## src/design/assert_macros.svh

```systemverilog
`ifndef ASSERT_MACROS_SVH
`define ASSERT_MACROS_SVH

// Check a property on every clock edge outside reset.
`define ASSERT_CLK(label, prop, msg) \
	label: assert property (@(posedge clk) disable iff (!arst_n) (prop)) else $error(msg);

// Check a property on every clock edge, reset included.
`define ASSERT_ALWAYS(label, prop, msg) \
	label: assert property (@(posedge clk) (prop)) else $error(msg);

`endif

```

## src/design/ksivc_pkg.sv

```systemverilog
`timescale 1ns / 1ps
`default_nettype none
package ksivc_pkg;

	localparam int KSIVC_SLOTS = 32;
	localparam int SLOT_W      = 6;
	localparam int IV_W        = 64;

	localparam logic [1:0] OP_RETRIEVE  = 2'd0;
	localparam logic [1:0] OP_DEPOSIT   = 2'd1;
	localparam logic [1:0] OP_CLEAR_ALL = 2'd2;

	localparam logic [1:0] DIR_ENC  = 2'd0;
	localparam logic [1:0] DIR_DEC  = 2'd1;
	localparam logic [1:0] DIR_BOTH = 2'd2;

	localparam logic [1:0] ST_OK        = 2'd0;
	localparam logic [1:0] ST_BAD_SLOT  = 2'd1;
	localparam logic [1:0] ST_EXHAUSTED = 2'd2;

	typedef enum logic {
		S_IDLE,
		S_EXEC
	} state_t;

	typedef struct packed {
		logic [1:0]        operation;
		logic [SLOT_W-1:0] slot;
		logic [1:0]        direction;
	} req_t;

	typedef struct packed {
		logic [1:0]  status;
		logic [31:0] enc_iv_high;
		logic [31:0] enc_iv_low;
		logic [31:0] dec_iv_high;
		logic [31:0] dec_iv_low;
	} rsp_t;

endpackage
`default_nettype wire

```

## src/design/key_slot_iv_counter_store.sv

```systemverilog
`timescale 1ns / 1ps
`default_nettype none
// Channel   Direction  Signals                        Transfer
// req       in         req_valid, req_ready, req      req_valid & req_ready
// rsp       out        rsp_valid, rsp_ready, rsp      rsp_valid & rsp_ready
// cfg       in         cfg_we, cfg_wdata              cfg_we
//
// The transfer cycle issues the slot read; S_EXEC then modifies, writes back
// both IV memories for a retrieve or deposit on a valid slot and loads the
// result register. A result still held in the result register stalls S_EXEC.
// Reset clears one valid bit per slot; an entry without it reads as zero.
// Clear-all drops every valid bit at once.
`include "assert_macros.svh"
module key_slot_iv_counter_store #(
	parameter int SLOTS = ksivc_pkg::KSIVC_SLOTS
) (
	input  wire logic            clk,
	input  wire logic            arst_n,
	input  wire logic            req_valid,
	output logic                 req_ready,
	input  wire ksivc_pkg::req_t req,
	output logic                 rsp_valid,
	input  wire logic            rsp_ready,
	output ksivc_pkg::rsp_t      rsp,
	input  wire logic            cfg_we,
	input  wire logic            cfg_wdata
);
	import ksivc_pkg::*;

	localparam int AW = $clog2(SLOTS);
	localparam logic [SLOT_W:0] SLOTS_W = (SLOT_W+1)'(SLOTS);

	state_t            state_q, state_d;
	req_t              req_s1;
	logic              mode_q;
	logic [SLOTS-1:0]  valid_q;
	rsp_t              rsp_q, rsp_d;
	logic              rsp_valid_q;

	logic              req_xfer, rsp_free, exec_go;
	logic              slot_ok, entry_valid;
	logic [AW-1:0]     idx;
	logic [IV_W-1:0]   enc_rdata, dec_rdata;
	logic [IV_W-1:0]   enc_cur, dec_cur, enc_new, dec_new;
	logic              use_e, use_d, exh_e, exh_d, enc_ok, all_ok;
	logic              ram_we;

	assign req_xfer  = req_valid && req_ready;
	assign rsp_free  = !rsp_valid_q || rsp_ready;
	assign exec_go   = (state_q == S_EXEC) && rsp_free;
	assign idx       = req_s1.slot[AW-1:0];
	assign slot_ok   = {1'b0, req_s1.slot} < SLOTS_W;
	assign rsp_valid = rsp_valid_q;
	assign rsp       = rsp_q;

	ksivc_ram #(.WIDTH(IV_W), .DEPTH(SLOTS)) u_enc_ram (
		.clk   (clk),
		.we    (ram_we),
		.waddr (idx),
		.wdata (enc_new),
		.re    (req_xfer),
		.raddr (req.slot[AW-1:0]),
		.rdata (enc_rdata)
	);

	ksivc_ram #(.WIDTH(IV_W), .DEPTH(SLOTS)) u_dec_ram (
		.clk   (clk),
		.we    (ram_we),
		.waddr (idx),
		.wdata (dec_new),
		.re    (req_xfer),
		.raddr (req.slot[AW-1:0]),
		.rdata (dec_rdata)
	);

	always_comb begin
		state_d = state_q;
		unique case (state_q)
			S_IDLE: begin
				if (req_valid) begin
					state_d = S_EXEC;
				end
			end
			S_EXEC: begin
				if (rsp_free) begin
					state_d = S_IDLE;
				end
			end
		endcase
	end

	always_comb begin
		req_ready   = (state_q == S_IDLE);
		entry_valid = slot_ok && valid_q[idx];
		enc_cur     = entry_valid ? enc_rdata : '0;
		dec_cur     = entry_valid ? dec_rdata : '0;
		use_e       = (req_s1.operation == OP_RETRIEVE) &&
			((req_s1.direction == DIR_ENC) || (req_s1.direction == DIR_BOTH));
		use_d       = (req_s1.operation == OP_RETRIEVE) &&
			((req_s1.direction == DIR_DEC) || (req_s1.direction == DIR_BOTH));
		exh_e       = mode_q ? (enc_cur[63:32] == '1) : (enc_cur == '1);
		exh_d       = mode_q ? (dec_cur[63:32] == '1) : (dec_cur == '1);
		enc_ok      = !use_e || !exh_e;
		all_ok      = enc_ok && (!use_d || !exh_d);
		enc_new     = enc_cur;
		dec_new     = dec_cur;
		if (req_s1.operation == OP_DEPOSIT) begin
			enc_new = '0;
			dec_new = '0;
		end else begin
			if (use_e && !exh_e && mode_q) begin
				enc_new = {enc_cur[63:32] + 32'd1, enc_cur[31:0]};
			end
			if (use_d && enc_ok && !exh_d && mode_q) begin
				dec_new = {dec_cur[63:32] + 32'd1, dec_cur[31:0]};
			end
		end
		ram_we = exec_go && slot_ok &&
			((req_s1.operation == OP_RETRIEVE) || (req_s1.operation == OP_DEPOSIT));
		rsp_d  = '0;
		priority if (req_s1.operation == OP_CLEAR_ALL) begin
			rsp_d.status = ST_OK;
		end else if (!slot_ok) begin
			rsp_d.status = ST_BAD_SLOT;
		end else begin
			rsp_d.status      = all_ok ? ST_OK : ST_EXHAUSTED;
			rsp_d.enc_iv_high = enc_new[63:32];
			rsp_d.enc_iv_low  = enc_new[31:0];
			rsp_d.dec_iv_high = dec_new[63:32];
			rsp_d.dec_iv_low  = dec_new[31:0];
		end
	end

	always_ff @(posedge clk or negedge arst_n) begin
		if (!arst_n) begin
			state_q     <= S_IDLE;
			mode_q      <= 1'b0;
			valid_q     <= '0;
			rsp_valid_q <= 1'b0;
		end else begin
			state_q <= state_d;
			if (cfg_we) begin
				mode_q <= cfg_wdata;
			end
			if (exec_go && (req_s1.operation == OP_CLEAR_ALL)) begin
				valid_q <= '0;
			end else if (ram_we) begin
				valid_q[idx] <= 1'b1;
			end
			if (exec_go) begin
				rsp_valid_q <= 1'b1;
			end else if (rsp_ready) begin
				rsp_valid_q <= 1'b0;
			end
		end
	end

	always_ff @(posedge clk) begin
		if (req_xfer) begin
			req_s1 <= req;
		end
		if (exec_go) begin
			rsp_q <= rsp_d;
		end
	end

	`ASSERT_CLK(a_we_in_exec, ram_we |-> (state_q == S_EXEC), "memory write outside exec")
	`ASSERT_CLK(a_xfer_to_exec, req_xfer |=> (state_q == S_EXEC), "transfer did not start exec")
	`ASSERT_CLK(a_bad_no_write, ((state_q == S_EXEC) && !slot_ok) |-> !ram_we,
		"write for invalid slot")
	`ASSERT_CLK(a_clear_all, (exec_go && (req_s1.operation == OP_CLEAR_ALL)) |=> (valid_q == '0),
		"clear-all left valid slots")
	`ASSERT_ALWAYS(a_reset_idle, !arst_n |=> ((state_q == S_IDLE) && !rsp_valid_q),
		"not idle in reset")

endmodule
`default_nettype wire

```

## src/design/ksivc_ram.sv

```systemverilog
`timescale 1ns / 1ps
`default_nettype none
module ksivc_ram #(
	parameter int WIDTH = 64,
	parameter int DEPTH = 32
) (
	input  wire logic                     clk,
	input  wire logic                     we,
	input  wire logic [$clog2(DEPTH)-1:0] waddr,
	input  wire logic [WIDTH-1:0]         wdata,
	input  wire logic                     re,
	input  wire logic [$clog2(DEPTH)-1:0] raddr,
	output logic      [WIDTH-1:0]         rdata
);

	logic [WIDTH-1:0] mem [DEPTH];

	always_ff @(posedge clk) begin
		if (we) begin
			mem[waddr] <= wdata;
		end
		if (re) begin
			rdata <= mem[raddr];
		end
	end

endmodule
`default_nettype wire

```

## config.mk

```make
export PLATFORM = sky130hd
export DESIGN_NAME = key_slot_iv_counter_store
export DESIGN_NICKNAME = d
export VERILOG_FILES = /design/src/design/ksivc_pkg.sv /design/src/design/key_slot_iv_counter_store.sv /design/src/design/ksivc_ram.sv
export VERILOG_INCLUDE_DIRS = /design/src /design/src/design
export SDC_FILE = /design/constraint.sdc
export NUM_CORES = 2
export LEC_CHECK = 0
export BUFFER_PORTS_ARGS = -buffer_cell sky130_fd_sc_hd__buf_4
export CAP_MARGIN = 10
export CORE_UTILIZATION = 55
export CTS_BUF_LIST = sky130_fd_sc_hd__clkbuf_8
export CTS_CLUSTER_DIAMETER = 40
export DETAILED_ROUTE_END_ITERATION = 12
export HOLD_SLACK_MARGIN = 0.12
export PLACE_DENSITY = 0.79
export SLEW_MARGIN = 20
export SYNTH_ARGS = -nofsm -noshare
export SYNTH_HDL_FRONTEND = slang
export SYNTH_HIERARCHICAL = 1
export SYNTH_SLANG_ARGS = --single-unit
```

## constraint.sdc

```tcl
create_clock -name clk -period 12.4 [get_ports clk]
set_input_delay 2.48 -clock clk [delete_from_list [all_inputs] [get_ports clk]]
set_output_delay 2.48 -clock clk [all_outputs]
set_load 0.02 [all_outputs]
```

After elaboration in Yosys (flattened, before gate mapping)

Memory sizes are Yosys's and may differ from the RTL's. A register that Yosys moved wholly into a read port is not among the register bits.
Cells that the tools add are included.

Bits in registers: 175
Bits in writable memories: 4096
Input port bits: 16
Output and inout bits: 132
Memories kept: 2

Add/subtract/negate cells: 2
Magnitude comparators: 3
Equality and inequality tests: 8
Muxes and demuxes: 23
Bitwise logic cells: 3
Reductions and logical operators: 31

Memories:

| memory        | words | bits a word | rd ports | clocked after memory_dff | wr ports | line            | source |
|---|---|---|---|---|---|---|---|
| u_dec_ram.mem | 32    | 64          | 1        | 1                        | 1        | ksivc_ram.sv:16 | `logic [WIDTH-1:0] mem [DEPTH];` |
| u_enc_ram.mem | 32    | 64          | 1        | 1                        | 1        | ksivc_ram.sv:16 |  |

Operator list:

| cell                                                                          | count |
|---|---|
| 64-bit two-way mux                                                            | 6 |
| 64-bit == test (second input constant)                                        | 2 |
| 32-bit by 1-bit adder with 32-bit output (second input constant)              | 2 |
| 32-bit == test (second input constant)                                        | 2 |
| 32-bit two-way mux                                                            | 2 |
| 32-bit OR                                                                     | 1 |
| 1-bit logical AND                                                             | 15 |
| 1-bit two-way mux                                                             | 11 |
| 1-bit logical OR                                                              | 6 |
| 5-bit by 6-bit less-than comparator with 1-bit output (second input constant) | 1 |
| 6-bit less-than comparator (second input constant)                            | 1 |
| 1-bit binary-select mux with 5-bit select                                     | 1 |
| 1-bit demux with 5-bit select                                                 | 1 |
| 5-bit by 1-bit >= comparator with 1-bit output (second input constant)        | 1 |
| 1-bit zero test                                                               | 5 |
| 2-bit by 1-bit == test with 1-bit output (second input constant)              | 2 |
| 2-bit == test (second input constant)                                         | 2 |
| 2-bit zero test                                                               | 2 |
| 2-bit nonzero test                                                            | 2 |
| 2-bit two-way mux                                                             | 1 |
| 1-bit NOT                                                                     | 2 |
| 1-bit one-hot mux with 2 select lines                                         | 1 |
| 2-bit OR reduction                                                            | 1 |

Depth between registers and ports, before layout

Word-level depth: 13
Gate-level depth with buffers: 17
Depth with buffers taken out: 13

Cells and area by module

The synthesis kept the hierarchy.

By module, submodules not included:

| module                    | instances | cells each | area an instance (µm²) |
|---|---|---|---|
| ksivc_ram                 | 2         | 3097       | 79605.1 |
| key_slot_iv_counter_store | 1         | 956        | 9591.7 |

Least setup slack after synthesis

OpenSTA, ideal clock, no wires.

Path kind: input to register
Start point: input port req_valid
End point: register req_s1, in the netlist idx[0] (enable)
Data arrival time: 8.455 ns
Slack: 3.292 ns
Cell stages on the path: 1
Path through: nor2b_1

Word-level cells in the longest chain between the ends: 1

Ends and longest elaborated chain:

| what                 | line                             | source |
|---|---|---|
| from (decl)          | key_slot_iv_counter_store.sv:19  | `input wire logic req_valid,` |
| 1-bit logical AND    | key_slot_iv_counter_store.sv:48  | `assign req_xfer = req_valid && req_ready;` |
| to (signal assigned) | key_slot_iv_counter_store.sv:160 | `req_s1 <= req;` |
| to (decl)            | key_slot_iv_counter_store.sv:34  | `req_t req_s1;` |

Every way passes these cells.
A chain may end at the register's enable or synchronous reset.

Worst setup path after layout

Start point: register req_s1, in the netlist idx[4]
End point: memory u_dec_ram.mem[8][35], data pin

Word-level cells in the longest chain between the ends: 13
Elaborated cells on any way between the ends: 21

Ends and longest elaborated chain:

| what                                                                                             | line                             | source |
|---|---|---|
| 1-bit binary-select mux with 5-bit select                                                        | key_slot_iv_counter_store.sv:94  | `entry_valid = slot_ok && valid_q[idx];` |
| 1-bit two-way mux (implied by the code)                                                          | key_slot_iv_counter_store.sv:94  |  |
| 1-bit logical AND (*)                                                                            | key_slot_iv_counter_store.sv:94  |  |
| parallel branches: the longest is 8 deep, another holds 32-bit by 1-bit adder with 32-bit output | -                                |  |
| 64-bit two-way mux (*)                                                                           | key_slot_iv_counter_store.sv:114 | `if (use_d && enc_ok && !exh_d && mode_q) begin` |
| 64-bit two-way mux (*)                                                                           | key_slot_iv_counter_store.sv:107 | `if (req_s1.operation == OP_DEPOSIT) begin` |
| net dec_new[35]                                                                                  | key_slot_iv_counter_store.sv:44  | `logic [IV_W-1:0] enc_cur, dec_cur, enc_new, dec_new;` |
| to (decl)                                                                                        | ksivc_ram.sv:16                  |  |

Mark *: on every way through the listed nets, which the timed path passes. The select of a mux whose other input is x is not followed.

==> flow_results.org <==
** Critical path
- Critical path startpoint category :: register
- Largest fanout of any net on the critical path :: 44
- Grouping stages by cell kind, the critical path spends the most delay in simple AND/OR/NAND/NOR gates.
- Data on the critical path is required at its endpoint by 13.01 ns.
- Critical-path top delay cell :: edfxtp_1
- Critical setup path kind :: register to register
- Worst setup EP type :: register
- Data on the critical path arrives at its endpoint at 7.12 ns.
- CP cell instances :: nor3b_1, a2111oi_1, o22ai_4, buf_4, and3_1, ha_1, nand4_2, nor4_1, nand3_1, or3_1, o31ai_4, or4_1, nand2_1
- Buffers & Inverters on Critical Path :: 1
- In this design, the stage delay of the slowest critical-path cell is 0.90 ns.

** Timing
- Number of slew-limit violations in the final report :: 0
- Of the available clock period, the critical path in the final layout requires 52.46%.
- Period minus WS final :: 6.505 ns
- Clock skew on the completed layout was measured at 0.1587 ns.
- Slew headroom :: 18.33%
- Transition at the pin with the smallest max-transition slack :: 1.225 ns
- The number of hold-slack violations in the final timing report came to 0.
- Max Freq :: 0.1537 GHz
- Summed over all failing endpoints, the final setup total negative slack is 0 ns.
- Setup violations remaining at the end of the flow were counted as 0.
- Setup repair after global routing left no endpoint under its margin.

** Pwr
- Proportion of power drawn by the clock network :: 35.9%
- Sequential cells burn 55.8% of the power.
- Combinational power share :: 8.3%
- VDD sags by at most 0.0001858 V.
- PwrDens :: 165.7 nW/um^2
- Internal Power :: 23.50 mW
- Static Leak :: 60.46 nW
- Switching share of total power :: 24.77%
- Summed over all nets, the switching power comes to 7.738 mW.

** Clock tree
- At the later pin of the worst-skew pair, clock insertion delay measures 1.24 ns.
- Clock tree from TritonCTS :: yes
- For this design, the sink count on the clock tree is 4399.
- The clock passes through at most 4 buffers.
- Clock slew at reported path FFs :: 0.06 ns
- H-tree levels :: 6
- Counting the buffers created by CTS gives 670.
- The root buffer cell chosen for the clock tree is clkbuf_8.
- Post-CTS timing repair inserted 0 buffers for setup.
- Number of instances resized during post-cts repair :: 0
- Cts hold-fix bufs :: 0

** Synthesis
- In this run, synthesis produced a sequential element count of 4399.
- Gate Count Post-Synth :: 7150
- Proportion of synthesized chip area in sequential cells :: 78.15%
- Dominant cell type by area after synthesis :: edfxtp_1
- Share of async-settable or async-resettable flops after synthesis :: 0.7956%
- Unique masters post-synth :: 69
- Synthesized netlist net count :: 7170
- Netlist area before placement :: 168800 sq um
- During synthesis, Yosys emitted a total of 6 warnings.
- In this run the mean area of a mapped cell was 23.61 sq um.
- The synthesized design contains 4364 enable-type register cells.
- After synthesis, the cell types taking the most area are edfxtp_1, mux4_2, mux2_2, mux2i_1, dfrtp_1.
- Most used flip-flop cell after synthesis :: edfxtp_1
- The top cell type by area accounts for 77.63% of the synthesized area.

** Route
- After detailed routing, the number of remaining DRC violations is 0.
- Dividing the detail-routed via count by the number of cells gives 6.665.
- Count of vias placed by the detailed router :: 82980
- The pre-antenna-repair detailed-routing pass consisted of 6 iterations.
- Number of nets with antenna violations after detailed routing :: 0
- After detailed routing, the total wire length is 423300 um.
- After detailed routing, the average wire length per cell comes to 34.00 um.
- Initial detailed-routing violation count :: 11500

** Placement
- In this run, placement finished with an instance count of 11240.
- Placer Congestion :: 0.8682
- The HPWL after detailed placement is 221700 um.
- Input and output buffers added on the ports amount to 147.
- The placed instances occupy a cell area of 175700 sq um.

** GRT
- Via count of the first global-routing pass :: 84860
- Initial antenna violation count :: 25
- Entering global routing, the biggest net connects 139 pins.
- The total overflow left after global routing is 0.
- GRT Total Usage :: 27.42%
- Global-route wire length before repair :: 600900 um

** Floorplan
- Standard-cell rows :: 203
- Starting density of the core :: 55.24%
- Pin placement for this block handled 148 I/O pins.
- The die covers 309100 sq um.
- Die width :: 556.0 um
- Core ar. :: 305600 sq um
- In this run the vertical extent of the chip is 556.0 um.

** Run
- Across the run, the number of max-cap violations was 0.

** Cells and area
- At the end of the flow the core is filled with cells to 61.70%.
- The area growth from synthesis to layout is 11.69%.
- Most frequent standard cell in the layout excluding fill and tap cells :: edfxtp_1
- The top cell types in the final layout, fill and taps aside, are edfxtp_1, mux4_2, clkbuf_8.
- In the final design database the tool counted 7840 nets.
- Non-filler cells in the finished layout :: 12450
- Share of final-layout standard cells stronger than drive strength 1 :: 31.94%
- Fill cell count :: 19310
- Final standard cell area without fillers :: 188500 sq um

** Run status
- Result of the run :: finished clean

** Min path
- The path class of the tightest hold or removal check is register to register.
==> cell type report <==
cell class,count,area (sq um),area share (%)
flip-flops and latches,4399,131900,69.97
multi-input cells,2364,35760,18.97
clock buffers,675,9290,4.928
well taps,4100,5130,2.721
repair buffers,369,3166,1.679
clock inverters,517,3163,1.678
inverters,16,72.57,0.03849
diodes,10,25.02,0.01327
==> per-stage QoR <==
stage                     power [mW]  hold WS, ns  worst slack, ns
after detailed placement       20.29       0.4848            5.301
after CTS                      31.35       0.4986            5.171
final                          31.24       0.5007            5.895
after global placement         20.18       0.4737            5.659
after floorplan                19.11       0.4571            3.292
after global routing           32.13       0.5101            5.607
==> power by group through the flow <==
stage          clock network (mW)  logic [mW]  registers [mW]
2_1_floorplan                   0        1.33            17.8
3_3_place_gp                    0        2.46            17.7
3_5_place_dp                    0        2.55            17.7
4_1_cts                      11.4        2.55            17.4
5_1_grt                      12.0        2.70            17.5
6_report                     11.2        2.58            17.4
==> path summary, 6_finish.rpt <==
path                       slack (ns)              endpoint  startpoint  cells after the start
hold / removal                   0.50            valid_q[2]  valid_q[2]                      2
hold reg to reg                  0.50            valid_q[2]  valid_q[2]                      2
max in group asynchronous       10.68           valid_q[27]      arst_n                      1
setup reg to reg                 5.90  u_dec_ram/mem[8][35]      idx[4]                     13
min in group asynchronous        1.30             rsp_valid      arst_n                      1
setup / recovery                 5.90  u_dec_ram/mem[8][35]      idx[4]                     13
==> cell families (layout without fill, tap and decap cells) <==
kind of cell             Yosys count  in the layout  share of synthesized area, %
flip-flops                      4399           4399                         78.15
multiplexers                    1446           1446                         17.61
AND/OR/NAND/NOR                  632            632                         2.008
buffers and inverters            387           1577                         1.061
AO/OA/AOI/OAI                    246            246                        0.9532
XOR/XNOR                          36             36                        0.1868
adder cells (fa/ha/maj)            4              4                       0.02965
other                              0             10                             0
==> routing by layer <==
layer  share of wire (%)  track usage, %  wire [um]
met3                  12           6.107      51170
met4                 5.5           13.92      23470
met2                  49           44.10     205900
met5               0.016               0         69
met1                  34           35.52     142800
==> synth_stat cells, drive strengths merged, types with 4 or more instances <==
master   number
edfxtp     4364
mux2        150
a22oi         7
o2bb2ai       6
and4          9
o31ai         8
o31a          8
nand3b       14
o211ai       12
or3          26
mux4       1204
ha            4
nand2b        7
a211oi        8
clkbuf      150
mux2i        92
nand3        36
a21oi        83
nor3         21
nand2        57
and2         76
inv          16
xnor2        29
o21ai        45
nand4        34
o22ai        25
nor2        206
or4           7
a221oi       24
nor2b        13
dfrtp        35
nor3b         4
xor2          7
buf         221
nor4         26
o221ai        6
and3         80
or3b          6
==> flip-flops by register name (all words and copies together) (netlist names) <==
signal	count
u_dec_ram/mem	2048
u_enc_ram/mem	2048
rsp	130
u_dec_ram/rdata	64
u_enc_ram/rdata	64
valid_q	32
idx	5
req_s1	5
mode_q	1
rsp_valid	1
state_q	1
==> tightest hold or removal path, stage by stage (launching register included) <==
cell     delay [ns]
dfrtp_1        0.34
a21oi_1        0.04
nor2_1         0.08
Note: power is estimated with default switching activity, not from simulation.
